`src/rtl/tpp_pkg.sv`:
```
// ----------------------------------------------------------------------------
// tpp_pkg
// Shared types and constants of the tty output postprocessor: character
// codes, delay rule codes, register indexes, configuration and command types.
// ----------------------------------------------------------------------------
package tpp_pkg;

   localparam int TAB_STOP_DEFAULT = 8;

   // register indexes
   localparam logic [2:0] REG_CRLF_MODE      = 3'd0;
   localparam logic [2:0] REG_UPPER_CASE     = 3'd1;
   localparam logic [2:0] REG_EXPAND_TABS    = 3'd2;
   localparam logic [2:0] REG_TILDE_TO_GRAVE = 3'd3;
   localparam logic [2:0] REG_NL_DELAY       = 3'd4;
   localparam logic [2:0] REG_TAB_DELAY      = 3'd5;
   localparam logic [2:0] REG_CR_DELAY       = 3'd6;
   localparam logic [2:0] REG_VT_DELAY       = 3'd7;

   // character codes
   localparam logic [6:0] CH_BS        = 7'h08;
   localparam logic [6:0] CH_TAB       = 7'h09;
   localparam logic [6:0] CH_LF        = 7'h0A;
   localparam logic [6:0] CH_VT        = 7'h0B;
   localparam logic [6:0] CH_FF        = 7'h0C;
   localparam logic [6:0] CH_CR        = 7'h0D;
   localparam logic [6:0] CH_SPACE     = 7'h20;
   localparam logic [6:0] CH_BACKSLASH = 7'h5C;
   localparam logic [6:0] CH_GRAVE     = 7'h60;
   localparam logic [6:0] CH_TILDE     = 7'h7E;
   localparam logic [6:0] CH_UPPER_A   = 7'h41;
   localparam logic [6:0] CH_UPPER_Z   = 7'h5A;
   localparam logic [6:0] CH_LOWER_A   = 7'h61;
   localparam logic [6:0] CH_LOWER_Z   = 7'h7A;
   localparam logic [6:0] CASE_OFFSET  = 7'h20;

   // escape pairs of an upper-case terminal
   localparam logic [6:0] CH_LBRACE    = 7'h7B;
   localparam logic [6:0] CH_RBRACE    = 7'h7D;
   localparam logic [6:0] CH_BAR       = 7'h7C;
   localparam logic [6:0] CH_LPAREN    = 7'h28;
   localparam logic [6:0] CH_RPAREN    = 7'h29;
   localparam logic [6:0] CH_BANG      = 7'h21;
   localparam logic [6:0] CH_CARET     = 7'h5E;
   localparam logic [6:0] CH_QUOTE     = 7'h27;

   // delay rule codes
   localparam logic [1:0] NL_DLY_SCALED = 2'd1;
   localparam logic [1:0] NL_DLY_FIXED  = 2'd2;
   localparam logic [1:0] TAB_DLY_ON    = 2'd1;
   localparam logic [1:0] CR_DLY_SHORT  = 2'd1;
   localparam logic [1:0] CR_DLY_LONG   = 2'd2;
   localparam logic [1:0] CR_DLY_COLUMN = 2'd3;

   // delay values
   localparam logic [7:0] NL_DELAY_MIN   = 8'd6;
   localparam logic [7:0] TAB_DELAY_MIN  = 8'd5;
   localparam logic [7:0] CR_DELAY_SHORT = 8'd5;
   localparam logic [7:0] CR_DELAY_LONG  = 8'd10;
   localparam logic [7:0] CR_DELAY_BASE  = 8'd9;
   localparam logic [7:0] VT_DELAY       = 8'd127;

   // result kinds
   localparam logic KIND_CHAR  = 1'b0;
   localparam logic KIND_DELAY = 1'b1;

   typedef struct packed {
      logic       crlf_mode;
      logic       upper_case_terminal;
      logic       expand_tabs;
      logic       tilde_to_grave;
      logic [1:0] newline_delay_mode;
      logic [1:0] tab_delay_mode;
      logic [1:0] return_delay_mode;
      logic       vertical_tab_delay;
   } cfg_type;

   // one classified transaction: an expanded tab, or one or two characters
   typedef struct packed {
      logic       tab_expand;
      logic       two;
      logic [6:0] char0;
      logic [6:0] char1;
   } cmd_type;

endpackage

```
`src/rtl/tpp_front.sv`:
```
// ----------------------------------------------------------------------------
// tpp_front
// Classifies one input character: tab expansion, CR LF, tilde mapping and
// upper-case terminal escapes. Produces a command for the back end.
// ----------------------------------------------------------------------------
module tpp_front (
   input  tpp_pkg::cfg_type cfg,
   input  logic [7:0]       char_in,
   output tpp_pkg::cmd_type cmd
);
   import tpp_pkg::*;

   logic [6:0] c;
   logic [6:0] mapped;
   logic       esc_hit;
   logic [6:0] esc_char;

   assign c      = char_in[6:0];
   assign mapped = (c == CH_TILDE && cfg.tilde_to_grave) ? CH_GRAVE : c;

   always_comb begin
      esc_hit  = 1'b1;
      esc_char = mapped;
      case (mapped)
         CH_LBRACE: esc_char = CH_LPAREN;
         CH_RBRACE: esc_char = CH_RPAREN;
         CH_BAR:    esc_char = CH_BANG;
         CH_TILDE:  esc_char = CH_CARET;
         CH_GRAVE:  esc_char = CH_QUOTE;
         default:   esc_hit  = 1'b0;
      endcase
   end

   always_comb begin
      cmd.tab_expand = 1'b0;
      cmd.two        = 1'b0;
      cmd.char0      = mapped;
      cmd.char1      = mapped;
      if (c == CH_TAB && cfg.expand_tabs) begin
         cmd.tab_expand = 1'b1;
      end else if (c == CH_LF && cfg.crlf_mode) begin
         cmd.two   = 1'b1;
         cmd.char0 = CH_CR;
         cmd.char1 = CH_LF;
      end else if (c == CH_TAB || c == CH_LF) begin
         cmd.char0 = c;
      end else if (cfg.upper_case_terminal) begin
         if (esc_hit) begin
            cmd.two   = 1'b1;
            cmd.char0 = CH_BACKSLASH;
            cmd.char1 = esc_char;
         end else if (mapped >= CH_UPPER_A && mapped <= CH_UPPER_Z) begin
            cmd.two   = 1'b1;
            cmd.char0 = CH_BACKSLASH;
         end else if (mapped >= CH_LOWER_A && mapped <= CH_LOWER_Z) begin
            cmd.char0 = mapped - CASE_OFFSET;
         end
      end
   end

endmodule

```
`src/rtl/tpp_queue.sv`:
```
// ----------------------------------------------------------------------------
// tpp_queue
// Two-entry command queue between the front end and the back end.
// ----------------------------------------------------------------------------
module tpp_queue (
   input  logic             clock,
   input  logic             reset,
   input  logic             push,
   input  tpp_pkg::cmd_type push_cmd,
   output logic             full,
   input  logic             pop,
   output logic             head_valid,
   output tpp_pkg::cmd_type head_cmd
);
   import tpp_pkg::*;

   cmd_type    entry_ff [2];
   logic       wr_ptr_ff, wr_ptr_in;
   logic       rd_ptr_ff, rd_ptr_in;
   logic [1:0] count_ff, count_in;

   assign full       = (count_ff == 2'd2);
   assign head_valid = (count_ff != 2'd0);
   assign head_cmd   = entry_ff[rd_ptr_ff];

   always_comb begin
      wr_ptr_in = push ? ~wr_ptr_ff : wr_ptr_ff;
      rd_ptr_in = pop ? ~rd_ptr_ff : rd_ptr_ff;
      count_in  = count_ff + {1'b0, push} - {1'b0, pop};
   end

   always_ff @(posedge clock) begin
      if (push) begin
         entry_ff[wr_ptr_ff] <= push_cmd;
      end
      if (reset) begin
         wr_ptr_ff <= 1'b0;
         rd_ptr_ff <= 1'b0;
         count_ff  <= 2'd0;
      end else begin
         wr_ptr_ff <= wr_ptr_in;
         rd_ptr_ff <= rd_ptr_in;
         count_ff  <= count_in;
      end
   end

endmodule

```
`src/rtl/tpp_back.sv`:
```
// ----------------------------------------------------------------------------
// tpp_back
// Sequencer that carries out commands one result per cycle while the result
// register is free: characters, delay items and expanded tab spaces. Keeps
// the terminal column.
module tpp_back #(
   parameter int TAB_STOP = tpp_pkg::TAB_STOP_DEFAULT
) (
   input  logic             clock,
   input  logic             reset,
   input  tpp_pkg::cfg_type cfg,
   input  logic             cmd_valid,
   input  tpp_pkg::cmd_type cmd,
   output logic             cmd_pop,
   output logic             rsp_valid,
   input  logic             rsp_stall,
   output logic             rsp_kind,
   output logic [7:0]       rsp_value,
   output logic             rsp_last
);
   import tpp_pkg::*;

   localparam int PW = $clog2(TAB_STOP);
   localparam int DW = $clog2(TAB_STOP + 1);

   typedef enum logic {PH_CHAR, PH_DELAY} phase_type;

   phase_type   phase_ff, phase_in;
   logic        idx_ff, idx_in;
   logic        first_ff, first_in;
   logic [3:0]  rem_ff, rem_in;
   logic [7:0]  delay_ff, delay_in;
   logic [7:0]  column_ff, column_in;
   logic [PW-1:0] pos_ff, pos_in;
   logic        rsp_valid_ff, rsp_valid_in;
   logic        rsp_kind_ff, rsp_kind_in;
   logic [7:0]  rsp_value_ff, rsp_value_in;
   logic        rsp_last_ff, rsp_last_in;

   logic          out_free;
   logic [6:0]    cur;
   logic          more;
   logic [DW-1:0] stop_gap;
   logic [4:0]    dist_w;
   logic [3:0]    span;
   logic [3:0]    eff_rem;
   logic [7:0]    inc_col;
   logic [PW-1:0] inc_pos;
   logic [8:0]    tab_sum;
   logic [7:0]    tab_dly;
   logic [7:0]    char_col;
   logic [PW-1:0] char_pos;
   logic [7:0]    char_delay;

   assign rsp_valid = rsp_valid_ff;
   assign rsp_kind  = rsp_kind_ff;
   assign rsp_value = rsp_value_ff;
   assign rsp_last  = rsp_last_ff;

   always_comb begin
      out_free = !rsp_valid_ff || !rsp_stall;
      cur      = idx_ff ? cmd.char1 : cmd.char0;
      more     = cmd.two && !idx_ff;
      stop_gap = DW'(TAB_STOP) - DW'(pos_ff);
      dist_w   = 5'(stop_gap);
      span     = (dist_w > 5'd8) ? 4'd8 : dist_w[3:0];
      eff_rem  = first_ff ? span : rem_ff;
      inc_col  = column_ff + 8'd1;
      inc_pos  = (column_ff == 8'hFF || pos_ff == PW'(TAB_STOP - 1)) ? '0 : pos_ff + PW'(1);
      tab_sum  = {1'b0, column_ff} + 9'(stop_gap);
      tab_dly  = 8'(dist_w) + 8'd1;
   end

   // column movement and delay of one sent character
   always_comb begin
      char_col   = column_ff;
      char_pos   = pos_ff;
      char_delay = 8'd0;
      case (cur)
         CH_BS: begin
            if (column_ff != 8'd0) begin
               char_col = column_ff - 8'd1;
               char_pos = (pos_ff == '0) ? PW'(TAB_STOP - 1) : pos_ff - PW'(1);
            end
         end
         CH_TAB: begin
            if (cfg.tab_delay_mode == TAB_DLY_ON && tab_dly >= TAB_DELAY_MIN) begin
               char_delay = tab_dly;
            end
            char_col = tab_sum[7:0];
            char_pos = tab_sum[8] ? tab_sum[PW-1:0] : '0;
         end
         CH_LF: begin
            if (cfg.newline_delay_mode == NL_DLY_SCALED) begin
               if (column_ff != 8'd0) begin
                  char_delay = ({4'd0, column_ff[7:4]} < NL_DELAY_MIN) ?
                               NL_DELAY_MIN : {4'd0, column_ff[7:4]};
               end
            end else if (cfg.newline_delay_mode == NL_DLY_FIXED) begin
               char_delay = NL_DELAY_MIN;
            end
            if (!cfg.crlf_mode) begin
               char_col = 8'd0;
               char_pos = '0;
            end
         end
         CH_VT, CH_FF: begin
            if (cfg.vertical_tab_delay) begin
               char_delay = VT_DELAY;
            end
         end
         CH_CR: begin
            case (cfg.return_delay_mode)
               CR_DLY_SHORT:  char_delay = CR_DELAY_SHORT;
               CR_DLY_LONG:   char_delay = CR_DELAY_LONG;
               CR_DLY_COLUMN: char_delay = (column_ff < CR_DELAY_BASE) ?
                                           CR_DELAY_BASE - column_ff : 8'd0;
               default:       char_delay = 8'd0;
            endcase
            char_col = 8'd0;
            char_pos = '0;
         end
         default: begin
            if (cur >= CH_SPACE && cur <= CH_TILDE) begin
               char_col = inc_col;
               char_pos = inc_pos;
            end
         end
      endcase
   end

   always_comb begin
      phase_in     = phase_ff;
      idx_in       = idx_ff;
      first_in     = first_ff;
      rem_in       = rem_ff;
      delay_in     = delay_ff;
      column_in    = column_ff;
      pos_in       = pos_ff;
      rsp_valid_in = rsp_valid_ff && rsp_stall;
      rsp_kind_in  = rsp_kind_ff;
      rsp_value_in = rsp_value_ff;
      rsp_last_in  = rsp_last_ff;
      cmd_pop      = 1'b0;
      if (cmd_valid && out_free) begin
         rsp_valid_in = 1'b1;
         rsp_kind_in  = KIND_CHAR;
         rsp_last_in  = 1'b0;
         if (cmd.tab_expand) begin
            rsp_value_in = {1'b0, CH_SPACE};
            rsp_last_in  = (eff_rem == 4'd1);
            column_in    = inc_col;
            pos_in       = inc_pos;
            rem_in       = eff_rem - 4'd1;
            first_in     = (eff_rem == 4'd1);
            cmd_pop      = (eff_rem == 4'd1);
         end else if (phase_ff == PH_CHAR) begin
            rsp_value_in = {1'b0, cur};
            column_in    = char_col;
            pos_in       = char_pos;
            if (char_delay != 8'd0) begin
               delay_in = char_delay;
               phase_in = PH_DELAY;
            end else begin
               rsp_last_in = !more;
               idx_in      = more;
               cmd_pop     = !more;
            end
         end else begin
            rsp_kind_in  = KIND_DELAY;
            rsp_value_in = delay_ff;
            phase_in     = PH_CHAR;
            rsp_last_in  = !more;
            idx_in       = more;
            cmd_pop      = !more;
         end
      end
   end

   always_ff @(posedge clock) begin
      rsp_kind_ff  <= rsp_kind_in;
      rsp_value_ff <= rsp_value_in;
      rsp_last_ff  <= rsp_last_in;
      rem_ff       <= rem_in;
      delay_ff     <= delay_in;
      if (reset) begin
         phase_ff     <= PH_CHAR;
         idx_ff       <= 1'b0;
         first_ff     <= 1'b1;
         column_ff    <= 8'd0;
         pos_ff       <= '0;
         rsp_valid_ff <= 1'b0;
      end else begin
         phase_ff     <= phase_in;
         idx_ff       <= idx_in;
         first_ff     <= first_in;
         column_ff    <= column_in;
         pos_ff       <= pos_in;
         rsp_valid_ff <= rsp_valid_in;
      end
   end

endmodule

```
`src/rtl/tty_output_postprocessor.sv`:
```
// ----------------------------------------------------------------------------
// tty_output_postprocessor
// Output post-processing for a character terminal.
//
// req_char_in carries one character per transaction (bit 7 ignored). Each
// transaction yields one to eight rsp_ transactions: characters (kind 0) or
// delay ticks (kind 1), rsp_last set on the final one of the input.
// A front end classifies the character and writes a two-entry command
// queue; a back end sequencer issues one result per cycle while the result
// register is free and keeps the column. Each accepted character passes
// through the queue and its results leave through the result register.
// req_stall rises while the queue is full. When rsp_stall is high the
// result register holds and the back end waits; the front end keeps
// accepting until the queue fills. Reset clears the column, the queue and
// the result register and loads the register defaults (CR LF on, all else
// off). Registers sit at 4*index on the APB port; the user must write them
// only while the block is idle, as the block itself does not enforce this.
// ----------------------------------------------------------------------------
module tty_output_postprocessor #(
   parameter int TAB_STOP = tpp_pkg::TAB_STOP_DEFAULT
) (
   input  logic        clock,
   input  logic        reset,
   input  logic        req_valid,
   output logic        req_stall,
   input  logic [7:0]  req_char_in,
   output logic        rsp_valid,
   input  logic        rsp_stall,
   output logic        rsp_kind,
   output logic [7:0]  rsp_value,
   output logic        rsp_last,
   input  logic        psel,
   input  logic        penable,
   input  logic        pwrite,
   input  logic [4:0]  paddr,
   input  logic [31:0] pwdata,
   output logic [31:0] prdata,
   output logic        pready
);
   import tpp_pkg::*;

   cfg_type    cfg_ff, cfg_in;
   logic       csr_write;
   logic [2:0] csr_index;
   cmd_type    front_cmd;
   cmd_type    head_cmd;
   logic       q_full;
   logic       head_valid;
   logic       cmd_pop;
   logic       req_push;

   assign pready    = 1'b1;
   assign csr_write = psel && penable && pwrite;
   assign csr_index = paddr[4:2];
   assign req_stall = q_full;
   assign req_push  = req_valid && !q_full;

   always_comb begin
      cfg_in = cfg_ff;
      if (csr_write) begin
         case (csr_index)
            REG_CRLF_MODE:      cfg_in.crlf_mode           = pwdata[0];
            REG_UPPER_CASE:     cfg_in.upper_case_terminal = pwdata[0];
            REG_EXPAND_TABS:    cfg_in.expand_tabs         = pwdata[0];
            REG_TILDE_TO_GRAVE: cfg_in.tilde_to_grave      = pwdata[0];
            REG_NL_DELAY:       cfg_in.newline_delay_mode  = pwdata[1:0];
            REG_TAB_DELAY:      cfg_in.tab_delay_mode      = pwdata[1:0];
            REG_CR_DELAY:       cfg_in.return_delay_mode   = pwdata[1:0];
            REG_VT_DELAY:       cfg_in.vertical_tab_delay  = pwdata[0];
            default:            cfg_in = cfg_ff;
         endcase
      end
   end

   always_comb begin
      prdata = 32'd0;
      case (csr_index)
         REG_CRLF_MODE:      prdata = {31'd0, cfg_ff.crlf_mode};
         REG_UPPER_CASE:     prdata = {31'd0, cfg_ff.upper_case_terminal};
         REG_EXPAND_TABS:    prdata = {31'd0, cfg_ff.expand_tabs};
         REG_TILDE_TO_GRAVE: prdata = {31'd0, cfg_ff.tilde_to_grave};
         REG_NL_DELAY:       prdata = {30'd0, cfg_ff.newline_delay_mode};
         REG_TAB_DELAY:      prdata = {30'd0, cfg_ff.tab_delay_mode};
         REG_CR_DELAY:       prdata = {30'd0, cfg_ff.return_delay_mode};
         REG_VT_DELAY:       prdata = {31'd0, cfg_ff.vertical_tab_delay};
         default:            prdata = 32'd0;
      endcase
   end

   always_ff @(posedge clock) begin
      if (reset) begin
         cfg_ff                     <= '0;
         cfg_ff.crlf_mode           <= 1'b1;
      end else begin
         cfg_ff <= cfg_in;
      end
   end

   tpp_front u_front (
      .cfg     (cfg_ff),
      .char_in (req_char_in),
      .cmd     (front_cmd)
   );

   tpp_queue u_queue (
      .clock      (clock),
      .reset      (reset),
      .push       (req_push),
      .push_cmd   (front_cmd),
      .full       (q_full),
      .pop        (cmd_pop),
      .head_valid (head_valid),
      .head_cmd   (head_cmd)
   );

   tpp_back #(
      .TAB_STOP (TAB_STOP)
   ) u_back (
      .clock     (clock),
      .reset     (reset),
      .cfg       (cfg_ff),
      .cmd_valid (head_valid),
      .cmd       (head_cmd),
      .cmd_pop   (cmd_pop),
      .rsp_valid (rsp_valid),
      .rsp_stall (rsp_stall),
      .rsp_kind  (rsp_kind),
      .rsp_value (rsp_value),
      .rsp_last  (rsp_last)
   );

   // a transaction that is not the last of its input is always followed
   a_run_continues: assert property (@(posedge clock) disable iff (reset)
      rsp_valid && !rsp_stall && !rsp_last |=> rsp_valid)
      else $error("result run broken before last");

   a_delay_nonzero: assert property (@(posedge clock) disable iff (reset)
      rsp_valid && rsp_kind == KIND_DELAY |-> rsp_value != 8'd0)
      else $error("zero delay item issued");

   a_reset_empty: assert property (@(posedge clock)
      reset |=> !rsp_valid && !req_stall)
      else $error("block not empty after reset");

endmodule

```
`config.mk`:
```
export PLATFORM = sky130hd
export DESIGN_NAME = tty_output_postprocessor
export DESIGN_NICKNAME = d
export VERILOG_FILES = /design/src/rtl/tpp_pkg.sv /design/src/rtl/tpp_front.sv /design/src/rtl/tpp_queue.sv /design/src/rtl/tpp_back.sv /design/src/rtl/tty_output_postprocessor.sv
export SDC_FILE = /design/constraint.sdc
export NUM_CORES = 1
export LEC_CHECK = 0
export BUFFER_PORTS_ARGS = -buffer_cell sky130_fd_sc_hd__buf_2
export CAP_MARGIN = 20
export CORE_UTILIZATION = 50
export CTS_CLUSTER_SIZE = 16
export DETAILED_ROUTE_END_ITERATION = 7
export PLACE_DENSITY_LB_ADDON = 0.25
export SETUP_SLACK_MARGIN = 0.5
export SYNTH_ARGS = -nofsm -noshare
export SYNTH_HDL_FRONTEND = slang
export SYNTH_SLANG_ARGS = --single-unit
```
`constraint.sdc`:
```
create_clock -name clock -period 5 [get_ports clock]
set_clock_uncertainty 0.05 [all_clocks]
set_input_delay 0.25 -clock clock [delete_from_list [all_inputs] [get_ports clock]]
set_output_delay 0.25 -clock clock [all_outputs]
set_load 0.02 [all_outputs]
```
==> results.sh <==
export IMPL_drv_cap=0
export IMPL_ys_top_cells_by_area="edfxtp_1 (29%), dfxtp_1 (11%), a21oi_1 (4.5%), ha_1 (4.4%), buf_4 (4.1%)"
export IMPL_die_h_microns=108.1
export IMPL_antenna_left=0
export IMPL_peakVddDrop_v=0.0002596
export IMPL_fmaxAchievable_mhz=239.3
export IMPL_grt_pass1_wl_microns=20840
export IMPL_final_util_pct=55.18
export IMPL_routed_wl_met3_microns=842
export IMPL_yosysMostFrequentCell="nand2_1"
export IMPL_hold_class="primary input to register"
export IMPL_r2r_slack_ns=0.82
export IMPL_syn_to_final_growth_pct=6.782
export IMPL_drive_gt1_share_pct=11.75
export IMPL_holdPathEnd="cfg_ff[4]"
export IMPL_dp_hpwl_microns=9252
export IMPL_synth_top_cells_by_count="nand2_1 (59), nor2_1 (57), edfxtp_1 (54)"
export IMPL_vias_per_cell=5.945
export IMPL_wl_per_cell_microns=16.30
export IMPL_syn_area_sq_um=5627
export IMPL_setup_violations=0
export IMPL_rsz0062_at_grt="false"
export IMPL_total_power_mw=2.822
export IMPL_holdCritStartpoint="pwdata[1]"
export IMPL_outcome="completed"
export IMPL_grt_antenna_before_repair=0
export IMPL_hold_viol=0
export IMPL_end_kind="register"
export IMPL_place_congestion=0.9606
export IMPL_worst_slew_pin_slew_ns=0.7820
export IMPL_yosys_warnings=0
export IMPL_cts_root_buf="clkbuf_8"
export IMPL_yosys_most_used_dff="edfxtp_1"
export IMPL_die_w_microns=108.1
export IMPL_drc=0
export IMPL_cts_tree="yes"
export IMPL_dpl_worst_slack_ns=0.6141
export IMPL_routed_wirelength_microns=12830
export IMPL_reg2reg_to="u_queue.count_ff[1]"
export IMPL_wl_met2_microns=5954
export IMPL_cts_buffers_inserted=9
export IMPL_worstPathRequired_ns=5.18
export IMPL_met1Wirelength_microns=5694
export IMPL_synth_seq_area_share_pct=39.85
export IMPL_track_usage_pct=23.18
export IMPL_num_vias=4679
export IMPL_slew_headroom_pct=47.87
export IMPL_nets=715
export IMPL_boundaryPins=97
export IMPL_hold_path_depth=3
export IMPL_io_buffer_count=32
export IMPL_synth_top_area_share_pct=28.82
export IMPL_diodes=0
export IMPL_drv_slew=0
export IMPL_grt_max_degree=30
export IMPL_arrival_ns=4.36
export IMPL_fin_ws_ns=0.8213
export IMPL_p_leak_nw=2.305
export IMPL_drt_iter0_drc=484
export IMPL_path_class="register to register"
export IMPL_clk_pin_slew_ns=0.09
export IMPL_die_area_sq_um=11680
export IMPL_place_area_sq_um=5743
export IMPL_highest_signal_layer="met4"
export IMPL_reg2reg_depth=14
export IMPL_fin_area_sq_um=6008
export IMPL_synth_seq_cells=85
export IMPL_core_sq_um=10890
export IMPL_htreeDepth=3
export IMPL_syn_inst=630
export IMPL_insertion_delay_ns=0.37
export IMPL_cp_start_kind="register"
export IMPL_finalCritPeriodShare_pct=83.57
export IMPL_start_util_pct=51.68
export IMPL_place_inst=771
export IMPL_path_max_fanout=9
export IMPL_whs_ns=0.1050
export IMPL_synth_top_cell_by_area="edfxtp_1"
export IMPL_async_flop_share_pct=0
export IMPL_fin_setup_tns_ns=0
export IMPL_max_clock_path_buffers=2
export IMPL_fillers=992
export IMPL_drtPass1Iterations=5
export IMPL_rows=38
export IMPL_grt_pass1_vias=4289
export IMPL_final_cells=787
export IMPL_overflow=0
export IMPL_power_density_nw_per_um2=469.7
export IMPL_synth_area_per_cell_sq_um=8.931
export IMPL_post_route_min_period_ns=4.179
export IMPL_synth_edf_count=54
export IMPL_numClockSinks=85
export IMPL_synth_distinct_cells=71
export IMPL_post_cts_buffers=0
critical path: stages (launching register included):
cell      delay [ns]
dfxtp_2         0.42
mux4_2          0.58
or4b_4          0.63
or3_1           0.43
nor3_4          0.22
a221oi_2        0.13
a41oi_4         0.34
nor3_1          0.10
or2_1           0.25
ha_1            0.30
inv_1           0.06
ha_1            0.15
xor2_1          0.19
xnor2_1         0.13
nor2_1          0.05
what timing repair did:
action / 4_1_cts / 5_1_grt
endpoints found under the setup margin: 0 / 1
gates resized for setup: 0 / 5
hold buffers: 0 / 0
worst max-delay path by stage:
stage,from,endpoint,slack (ns),cells after the start
floorplan,register,u_queue.count_ff[1],0.95,17
global placement,register,u_queue.count_ff[1],0.69,14
detailed placement,register,u_queue.count_ff[1],0.61,14
CTS,register,u_queue.count_ff[1],0.59,14
global route,register,u_queue.count_ff[1],0.56,14
finish,register,u_queue.count_ff[1],0.82,14
layout by cell type (no fill, tap or decap), types with 7 or more instances in the layout:
cell type | Yosys | layout
a21o_1 | 8 | 8
xor2_1 | 7 | 7
ha_1 | 20 | 20
o211ai_1 | 7 | 7
xnor2_1 | 8 | 8
edfxtp_1 | 54 | 54
nand4_1 | 8 | 8
buf_4 | 31 | 8
conb_1 | 2 | 31
inv_1 | 32 | 32
mux4_2 | 7 | 7
and2_1 | 8 | 8
nor2b_1 | 10 | 10
a21oi_1 | 51 | 51
nand3_1 | 13 | 13
buf_2 | 1 | 32
clkbuf_8 | 0 | 9
nor2_1 | 57 | 57
o21ai_0 | 42 | 42
nor3_1 | 19 | 19
nand2b_1 | 14 | 14
nand2_1 | 59 | 59
dfxtp_1 | 31 | 29
mux2i_1 | 15 | 15
sequential cells by signal, summed over array words and instances, names as in the netlist, 2 cells and up, named ones only:
name and cells:
u_back.rem_ff 4, u_back.delay_ff 8, u_back.column_ff 8, u_back.rsp_value 8
cfg_ff 11, u_queue.count_ff 2, u_back.pos_ff 3, u_queue.entry_ff 32
area by class of cell:
type                    instances  area, sq um  area share, %
clock buffers                  10        127.6          2.124
clock inverters                 6        118.9          1.978
inverters                      32        120.1          1.999
multi-input cells             474         3002          49.96
flip-flops and latches         85         2245          37.36
well taps                     140        175.2          2.915
repair buffers                 40        220.2          3.665
metal layers:
layer / up-vias / track usage [%]
met5: - / 0
met4: 0 / 10.18
met3: 25 / 3.677
met2: 197 / 36.44
met1: 2206 / 31.55
li1: 2251 / -
kinds of logic (layout without fill, tap and decap cells):
logic type	after synthesis	in the layout	synth area share, %
AOI/OAI and AO/OA	167	167	19.15
xor gates and xnor gates	15	15	2.335
adders and majority gates	21	21	4.803
buffers and inverters	100	88	9.028
DFF	85	85	39.85
muxes	24	24	5.870
other	2	31	0.1335
and+or+nand+nor	216	216	18.84
power breakdown:
group | switching, mW | internal [mW] | leakage, nW
logic | 0.765 | 0.446 | 1.44
registers | 0.0921 | 0.918 | 0.742
clock network | 0.263 | 0.338 | 0.123
total | 1.12 | 1.70 | 2.30
No activity file was read; power rests on OpenSTA's default activity.
